--- src/hw/rtl/psrm_pkg.sv ---
// Shared constants and codes for the process status record matcher.
`default_nettype none

package psrm_pkg;

    localparam int NUMBER_WIDTH_DEFAULT = 64;
    localparam int CFG_DATA_WIDTH       = 64;
    localparam int CFG_INDEX_WIDTH      = 2;
    localparam int ID_WIDTH             = 32;

    // Configuration register indexes
    localparam logic [CFG_INDEX_WIDTH-1:0] REG_CHILD_ID    = 2'd0;
    localparam logic [CFG_INDEX_WIDTH-1:0] REG_PARENT_ID   = 2'd1;
    localparam logic [CFG_INDEX_WIDTH-1:0] REG_START_TICKS = 2'd2;

    // Verdict codes
    localparam logic [1:0] VERDICT_MATCH    = 2'd0;
    localparam logic [1:0] VERDICT_MISMATCH = 2'd1;
    localparam logic [1:0] VERDICT_NUL      = 2'd2;

    // Characters
    localparam logic [7:0] CHAR_NUL   = 8'h00;
    localparam logic [7:0] CHAR_ZERO  = 8'h30;
    localparam logic [7:0] CHAR_NINE  = 8'h39;
    localparam logic [7:0] CHAR_OPEN  = 8'h28;
    localparam logic [7:0] CHAR_CLOSE = 8'h29;
    localparam logic [7:0] CHAR_SPACE = 8'h20;

    // Fields five to twenty-one are skipped before the start tick field
    localparam int FIRST_SKIP_FIELD  = 5;
    localparam int TICKS_FIELD       = 22;
    localparam int SKIP_COUNT_WIDTH  = 5;
    localparam logic [SKIP_COUNT_WIDTH-1:0] SKIP_LAST =
        SKIP_COUNT_WIDTH'(TICKS_FIELD - FIRST_SKIP_FIELD - 1);

endpackage : psrm_pkg

`default_nettype wire

--- src/hw/rtl/psrm_decimal.sv ---
// Decimal digit accumulator: value * 10 + digit with overflow detection.
`default_nettype none

module psrm_decimal
    import psrm_pkg::*;
#(
    parameter int NUMBER_WIDTH = NUMBER_WIDTH_DEFAULT
)
(
    input  wire logic [7:0]              text_byte,
    input  wire logic [NUMBER_WIDTH-1:0] value,
    input  wire logic                    overflow,
    output logic                         is_digit,
    output logic [NUMBER_WIDTH-1:0]      value_next,
    output logic                         overflow_next
);

    localparam int SUM_WIDTH = NUMBER_WIDTH + 4;

    logic [3:0]           digit;
    logic [SUM_WIDTH-1:0] value_ext;
    logic [SUM_WIDTH-1:0] sum;
    logic                 fits;

    assign is_digit  = (text_byte >= CHAR_ZERO) && (text_byte <= CHAR_NINE);
    assign digit     = 4'(text_byte - CHAR_ZERO);
    assign value_ext = SUM_WIDTH'(value);
    // times ten as two shifts and an add
    assign sum       = (value_ext << 3) + (value_ext << 1) + SUM_WIDTH'(digit);
    assign fits      = (sum[SUM_WIDTH-1:NUMBER_WIDTH] == '0);

    always_comb
    begin
        value_next    = value;
        overflow_next = overflow;
        if (!overflow)
        begin
            if (fits)
            begin
                value_next = sum[NUMBER_WIDTH-1:0];
            end
            else
            begin
                overflow_next = 1'b1;
            end
        end
    end

endmodule : psrm_decimal

`default_nettype wire

--- src/hw/rtl/process_stat_record_matcher.sv ---
// Top level of the process status record matcher.
//
//  Channel  Direction  Signals                       Content
//  -------  ---------  ----------------------------  ---------------------------------
//  s_*      in         s_tvalid s_tready s_tdata     text_byte in tdata[7:0],
//                      s_tlast                       last_byte on tlast
//  m_*      out        m_tvalid m_tready m_tdata     verdict in tdata[1:0], rest zero
//  cfg_*    in         cfg_we cfg_index cfg_data     0 child id, 1 parent id,
//                                                    2 start ticks
//
// One byte per cycle while s_tready is high: each accepted byte updates the parse state
// through the digit accumulator and one compare against a register.
// A verdict lands in the output register in the cycle after the last byte is accepted.
// While a verdict is held and m_tready is low, s_tready is low for every byte,
// so the parse state holds; s_tready follows m_tready whenever a verdict waits.
// Reset clears the parse state, the configuration registers and the output
// valid; the parse state also returns to reset after every last byte.
`default_nettype none

module process_stat_record_matcher
    import psrm_pkg::*;
#(
    parameter int NUMBER_WIDTH = NUMBER_WIDTH_DEFAULT
)
(
    input  wire logic                       clk,
    input  wire logic                       rst_n,
    // slave side
    input  wire logic                       s_tvalid,
    output logic                            s_tready,
    input  wire logic [7:0]                 s_tdata,   // [7:0] text_byte
    input  wire logic                       s_tlast,   // last_byte
    // master side
    output logic                            m_tvalid,
    input  wire logic                       m_tready,
    output logic [7:0]                      m_tdata,   // [1:0] verdict, [7:2] zero
    // configuration
    input  wire logic                       cfg_we,
    input  wire logic [CFG_INDEX_WIDTH-1:0] cfg_index,
    input  wire logic [CFG_DATA_WIDTH-1:0]  cfg_data
);

    typedef enum logic [1:0] {
        P_ID,
        P_OPEN,
        P_BODY,
        P_FAIL
    } prefix_t;

    typedef enum logic [2:0] {
        T_IDLE,
        T_SP1,
        T_STATE,
        T_SP2,
        T_PARENT,
        T_SKIP,
        T_TICKS,
        T_DONE
    } tail_t;

    // configuration registers
    logic [ID_WIDTH-1:0]       child_id_reg;
    logic [ID_WIDTH-1:0]       parent_id_reg;
    logic [CFG_DATA_WIDTH-1:0] start_ticks_reg;

    // parse state
    prefix_t                     prefix_reg, prefix_next;
    tail_t                       tail_reg, tail_next;
    logic [NUMBER_WIDTH-1:0]     value_reg, value_next;
    logic                        overflow_reg, overflow_next;
    logic                        digit_seen_reg, digit_seen_next;
    logic [SKIP_COUNT_WIDTH-1:0] skipped_reg, skipped_next;
    logic                        tail_ok_reg, tail_ok_next;
    logic                        nul_reg, nul_next;

    // output register
    logic       out_valid_reg;
    logic [1:0] verdict_reg, verdict_next;

    logic                    accept_in;
    logic [7:0]              b;
    logic                    is_digit;
    logic [NUMBER_WIDTH-1:0] acc_value;
    logic                    acc_overflow;
    logic [CFG_DATA_WIDTH-1:0] value_ext;
    logic                    number_clean;
    logic                    is_space;

    assign s_tready  = !out_valid_reg || m_tready;
    assign accept_in = s_tvalid && s_tready;
    assign m_tvalid  = out_valid_reg;
    assign m_tdata   = {6'b0, verdict_reg};
    assign b         = s_tdata;
    assign is_space  = (b == CHAR_SPACE);

    psrm_decimal #(
        .NUMBER_WIDTH (NUMBER_WIDTH)
    ) u_decimal (
        .text_byte     (b),
        .value         (value_reg),
        .overflow      (overflow_reg),
        .is_digit      (is_digit),
        .value_next    (acc_value),
        .overflow_next (acc_overflow)
    );

    // a finished decimal is usable when it has digits, did not overflow and ends in a space
    assign value_ext    = CFG_DATA_WIDTH'(value_reg);
    assign number_clean = digit_seen_reg && !overflow_reg && is_space;

    always_comb
    begin
        prefix_next     = prefix_reg;
        tail_next       = tail_reg;
        value_next      = value_reg;
        overflow_next   = overflow_reg;
        digit_seen_next = digit_seen_reg;
        skipped_next    = skipped_reg;
        tail_ok_next    = tail_ok_reg;
        nul_next        = nul_reg || (b == CHAR_NUL);
        verdict_next    = verdict_reg;

        case (prefix_reg)
            P_ID:
            begin
                if (is_digit)
                begin
                    value_next      = acc_value;
                    overflow_next   = acc_overflow;
                    digit_seen_next = 1'b1;
                end
                else if (number_clean && value_ext == CFG_DATA_WIDTH'(child_id_reg))
                begin
                    prefix_next = P_OPEN;
                end
                else
                begin
                    prefix_next = P_FAIL;
                end
            end
            P_OPEN:
            begin
                prefix_next = (b == CHAR_OPEN) ? P_BODY : P_FAIL;
            end
            P_BODY:
            begin
                if (b == CHAR_CLOSE)
                begin
                    // restart tail checks at every close paren
                    tail_next    = T_SP1;
                    tail_ok_next = 1'b0;
                end
                else
                begin
                    case (tail_reg)
                        T_SP1:
                        begin
                            tail_next = is_space ? T_STATE : T_DONE;
                        end
                        T_STATE:
                        begin
                            tail_next = !is_space ? T_SP2 : T_DONE;
                        end
                        T_SP2:
                        begin
                            if (is_space)
                            begin
                                tail_next       = T_PARENT;
                                value_next      = '0;
                                overflow_next   = 1'b0;
                                digit_seen_next = 1'b0;
                            end
                            else
                            begin
                                tail_next = T_DONE;
                            end
                        end
                        T_PARENT:
                        begin
                            if (is_digit)
                            begin
                                value_next      = acc_value;
                                overflow_next   = acc_overflow;
                                digit_seen_next = 1'b1;
                            end
                            else if (number_clean &&
                                     value_ext == CFG_DATA_WIDTH'(parent_id_reg))
                            begin
                                tail_next       = T_SKIP;
                                skipped_next    = '0;
                                digit_seen_next = 1'b0;
                            end
                            else
                            begin
                                tail_next = T_DONE;
                            end
                        end
                        T_SKIP:
                        begin
                            if (!is_space)
                            begin
                                digit_seen_next = 1'b1;
                            end
                            else if (!digit_seen_reg)
                            begin
                                tail_next = T_DONE;
                            end
                            else
                            begin
                                skipped_next    = skipped_reg + 1'b1;
                                digit_seen_next = 1'b0;
                                if (skipped_reg == SKIP_LAST)
                                begin
                                    tail_next     = T_TICKS;
                                    value_next    = '0;
                                    overflow_next = 1'b0;
                                end
                            end
                        end
                        T_TICKS:
                        begin
                            if (is_digit)
                            begin
                                value_next      = acc_value;
                                overflow_next   = acc_overflow;
                                digit_seen_next = 1'b1;
                            end
                            else
                            begin
                                tail_ok_next = number_clean &&
                                               (value_ext == start_ticks_reg);
                                tail_next    = T_DONE;
                            end
                        end
                        default:
                        begin
                            tail_next = tail_reg;
                        end
                    endcase
                end
            end
            default:
            begin
                prefix_next = prefix_reg;
            end
        endcase

        if (s_tlast)
        begin
            // judge the record, then drop all parse state for the next one
            if (nul_next)
            begin
                verdict_next = VERDICT_NUL;
            end
            else if (prefix_next == P_BODY && tail_ok_next)
            begin
                verdict_next = VERDICT_MATCH;
            end
            else
            begin
                verdict_next = VERDICT_MISMATCH;
            end
            prefix_next     = P_ID;
            tail_next       = T_IDLE;
            value_next      = '0;
            overflow_next   = 1'b0;
            digit_seen_next = 1'b0;
            skipped_next    = '0;
            tail_ok_next    = 1'b0;
            nul_next        = 1'b0;
        end
    end

    always_ff @(posedge clk or negedge rst_n)
    begin
        if (!rst_n)
        begin
            child_id_reg    <= '0;
            parent_id_reg   <= '0;
            start_ticks_reg <= '0;
            prefix_reg      <= P_ID;
            tail_reg        <= T_IDLE;
            value_reg       <= '0;
            overflow_reg    <= 1'b0;
            digit_seen_reg  <= 1'b0;
            skipped_reg     <= '0;
            tail_ok_reg     <= 1'b0;
            nul_reg         <= 1'b0;
            out_valid_reg   <= 1'b0;
            verdict_reg     <= VERDICT_MATCH;
        end
        else
        begin
            if (cfg_we)
            begin
                case (cfg_index)
                    REG_CHILD_ID:    child_id_reg    <= cfg_data[ID_WIDTH-1:0];
                    REG_PARENT_ID:   parent_id_reg   <= cfg_data[ID_WIDTH-1:0];
                    REG_START_TICKS: start_ticks_reg <= cfg_data;
                    default:         ;
                endcase
            end

            if (accept_in)
            begin
                prefix_reg     <= prefix_next;
                tail_reg       <= tail_next;
                value_reg      <= value_next;
                overflow_reg   <= overflow_next;
                digit_seen_reg <= digit_seen_next;
                skipped_reg    <= skipped_next;
                tail_ok_reg    <= tail_ok_next;
                nul_reg        <= nul_next;
            end

            // hold the verdict until the downstream takes it
            if (accept_in && s_tlast)
            begin
                out_valid_reg <= 1'b1;
                verdict_reg   <= verdict_next;
            end
            else if (m_tready)
            begin
                out_valid_reg <= 1'b0;
            end
        end
    end

endmodule : process_stat_record_matcher

`default_nettype wire

--- config.mk ---
export PLATFORM = sky130hd
export DESIGN_NAME = process_stat_record_matcher
export DESIGN_NICKNAME = d
export VERILOG_FILES = /design/src/hw/rtl/psrm_pkg.sv /design/src/hw/rtl/psrm_decimal.sv /design/src/hw/rtl/process_stat_record_matcher.sv
export SDC_FILE = /design/constraint.sdc
export NUM_CORES = 1
export LEC_CHECK = 0
export ABC_AREA = 1
export BUFFER_PORTS_ARGS = -buffer_cell sky130_fd_sc_hd__buf_2
export CAP_MARGIN = 20
export CORE_AREA = 2 2 199 152
export CTS_CLUSTER_DIAMETER = 150
export CTS_CLUSTER_SIZE = 14
export DETAILED_ROUTE_END_ITERATION = 16
export DIE_AREA = 0 0 201 154
export PLACE_DENSITY_LB_ADDON = 0.15
export SLEW_MARGIN = 20
export SYNTH_ARGS = -nofsm -noshare
export SYNTH_HDL_FRONTEND = slang
export SYNTH_SLANG_ARGS = --single-unit
--- constraint.sdc ---
create_clock -name clk -period 3.5 [get_ports clk]
set_clock_uncertainty 0.2 [all_clocks]
set_input_delay 0.175 -clock clk [delete_from_list [all_inputs] [get_ports clk]]
set_output_delay 0.175 -clock clk [all_outputs]
set_load 0.01 [all_outputs]
==> impl_metrics.env <==
export IMPL_syn_area_um2=16400
export IMPL_reg2reg_from="value_ext[0]$_DFFE_PN0P_"
export IMPL_clk_pin_slew_ps=70
export IMPL_place_inst=2905
export IMPL_grt_pass1_vias=15662
export IMPL_hold_class="in2async"
export IMPL_start_util=0.569
export IMPL_io_pins=90
export IMPL_ir_worst_vdd_uv=491
export IMPL_globalplace_congestion=1.07
export IMPL_setup_viol=0
export IMPL_die_width_um=201
export IMPL_grt_remaining_overflow=0
export IMPL_final_layout_size_suffix_gt1_frac=0.182
export IMPL_max_freq_ghz=0.291
export IMPL_internal_power_mw=4.42
export IMPL_nFillCells=2527
export IMPL_viasPerCell=5.53
export IMPL_start_kind="flop"
export IMPL_netlist_top_cells_area="dfrtp_1 32%, nand2_1 18%, ha_1 9.8%"
export IMPL_final_period_utilization=0.981
export IMPL_cts_root_buf="clkbuf_16"
export IMPL_synth_seq_cells=209
export IMPL_timing_rr_end="value_ext[30]$_DFFE_PN0P_"
export IMPL_port_buffers=83
export IMPL_clk_latency_ps=530
export IMPL_power_frac_seq=0.453
export IMPL_synth_common_cells="768 x nand2_1, 262 x inv_1, 209 x dfrtp_1, 195 x nor2_1, 130 x o21ai_0"
export IMPL_synth_edf_count=0
export IMPL_synth_most_common_cell="nand2_1"
export IMPL_setup_slack_ps=65.4
export IMPL_rrSetupSlack_ps=70
export IMPL_crit_fanout=9
export IMPL_max_slew_margin=0.433
export IMPL_synth_top_area_share=0.319
export IMPL_synth_top_area_cell="dfrtp_1"
export IMPL_leakage_nw=10.7
export IMPL_grt_pass1_wl_um=83800
export IMPL_final_util=0.696
export IMPL_die_area_um2=31000
export IMPL_remaining_drc_errors=0
export IMPL_status="finished clean"
export IMPL_cts_tree="built"
export IMPL_cp_arrival_ps=3660
export IMPL_cts_inserted_buffers=18
export IMPL_end_kind="flop"
export IMPL_wirelength_um=54100
export IMPL_max_cap_viol_count=0
export IMPL_drt_iter0_markers=1555
export IMPL_switching_share=0.333
export IMPL_wl_per_cell_um=18.0
export IMPL_first_pass_iters=6
export IMPL_worst_pin_slew_ps=850
export IMPL_worstRegToRegCells=24
export IMPL_dp_hpwl_um=41200
export IMPL_hold_ws_ps=115
export IMPL_syn_inst=2337
export IMPL_syn_area_per_cell_um2=7.02
export IMPL_maxSlewViolCount=0
export IMPL_hold_viol_final=0
export IMPL_core_um2=28900
export IMPL_cts_sinks=209
export IMPL_ys_warn_count=0
export IMPL_powerDensity_nw_per_um2=330
export IMPL_pre_cts_ws_ps=-5.65
export IMPL_vias=16658
export IMPL_power_frac_clock=0.285
export IMPL_combPwrFrac=0.262
export IMPL_antenna_found_initial=1
export IMPL_syn_to_final_growth_pct=22.4
export IMPL_ant_nets=0
export IMPL_grt_max_degree=105
export IMPL_ys_types=49
export IMPL_grtUsageTotal=0.342
export IMPL_cp_required_ps=3730
export IMPL_num_rows=54
export IMPL_layout_nets=2830
export IMPL_h_tree_depth=1
export IMPL_clk_path_buf_depth=3
export IMPL_async_flop_share=1.00
export IMPL_rsz0062_at_grt="true"
export IMPL_yosysSeqAreaShare=0.319
export IMPL_criticalPathCategory="reg2reg"
export IMPL_diodes=0
export IMPL_p_total_mw=6.62
export IMPL_die_height_um=154
export IMPL_p_switching_mw=2.21
export IMPL_final_cell_count_no_fill=3011
export IMPL_synth_ff_type="dfrtp_1"
export IMPL_finalCriticalPeriod_ps=3430
-- metrics by stage --
step | setup TNS (ps) | cell area, um2
floorplan | 0 | 16400
finish | 0 | 20100
detailed placement | -5.65 | 18200
global placement | 0 | 18200
CTS | 0 | 19400
global route | -1970 | 20100
-- per-layer routing --
layer  track usage  part of all wire  up-vias
met4        0.0617             0.018        0
met5             0                 0        -
met2         0.489              0.40      696
met1         0.533              0.47     7876
met3        0.0706              0.11       66
li1              -                 -     8020
-- cell families (layout without fill, tap and decap cells) --
family	after synthesis	after routing	share of synthesized area
and+or+nand+nor	1202	1202	0.305
buffers and inverters	336	613	0.0814
adders and majority gates	131	131	0.101
other	1	6	0.000229
xor gates and xnor gates	152	152	0.0812
AOI/OAI and AO/OA	276	276	0.0916
DFF	209	209	0.319
muxes	30	30	0.0206
-- cells in the final DEF, fill, tap and decap left out, drive strengths merged --
cell type    synthesis  routed
a211oi               1       1
a21boi               2       2
a21o                 4       4
a21oi               99      99
a221oi               1       1
a31o                 1       1
a31oi                5       5
a41oi                1       1
and3                 4       4
buf                 19     232
clkbuf              35      23
clkinv               1       2
conb                 1       6
dfrtp              209     209
dlygate4sd3          0      75
fa                   2       2
ha                 129     129
inv                281     281
mux2                30      30
nand2              782     782
nand3               91      91
nand3b               6       6
nand4               33      33
nor2               210     210
nor3                37      37
nor3b                4       4
nor4                13      13
o211ai               8       8
o21a                 1       1
o21ai              131     131
o21bai              15      15
o22ai                4       4
o31ai                3       3
or2                 21      21
or3                  1       1
xnor2               82      82
xor2                70      70
-- critical path, cell delays in order, from the launching register on --
cell       delay, ps
dfrtp_1          380
inv_1            100
fa_1             470
fa_2             390
inv_2             80
nand3_2           70
nand2_2           80
nand2_2           60
nand2_4           90
nand2_2           50
nand2_2           90
nand2_2           60
nand2_2           70
nand2_2           60
nand2_2           70
nand2_1           50
nand2_1           70
nand2_2           90
nor2_8           170
nand2_4          100
nand2_4          100
nand2_8          100
clkbuf_16        190
nand2_1           70
nand2_1           50
-- what timing repair did --
action	CTS	global route
hold endpoints to repair	244	0
resized for setup	3	138
endpoints found under the setup margin	7	65
setup buffers	0	6
pin swaps	0	27
hold buffers	75	0
gates cloned	1	4
-- worst max-delay path by stage --
stage	slack, ps	endpoint	startpoint
after detailed placement	-6	value_ext[55]$_DFFE_PN0P_	s_tdata[3]
after floorplan	180	value_ext[5]$_DFFE_PN0P_	value_ext[0]$_DFFE_PN0P_
final	70	value_ext[30]$_DFFE_PN0P_	value_ext[0]$_DFFE_PN0P_
after global placement	40	value_ext[56]$_DFFE_PN0P_	s_tdata[3]
after CTS	20	value_ext[4]$_DFFE_PN0P_	value_ext[0]$_DFFE_PN0P_
after global routing	-90	value_ext[30]$_DFFE_PN0P_	value_ext[2]$_DFFE_PN0P_
-- power by group through the flow --
stage               registers [mW]  clock network, mW  logic (mW)
finish                        3.00               1.89        1.73
global route                  3.03               1.99        1.92
CTS                           2.99               1.91        1.60
detailed placement            3.04                  0        1.52
global placement              3.02                  0        1.48
floorplan                     2.97                  0        1.05
-- final cells by class --
type / count / area, um2 / share of cell area
timing repair buffer: 311 / 2440 / 0.122
tap: 392 / 490 / 0.0244
multi-input combinational: 1797 / 10400 / 0.516
sequential: 209 / 5240 / 0.261
clock inverter: 1 / 30.0 / 0.00150
inverter: 282 / 1060 / 0.0527
clock buffer: 19 / 454 / 0.0226
No activity file was read; power rests on OpenSTA's default activity.
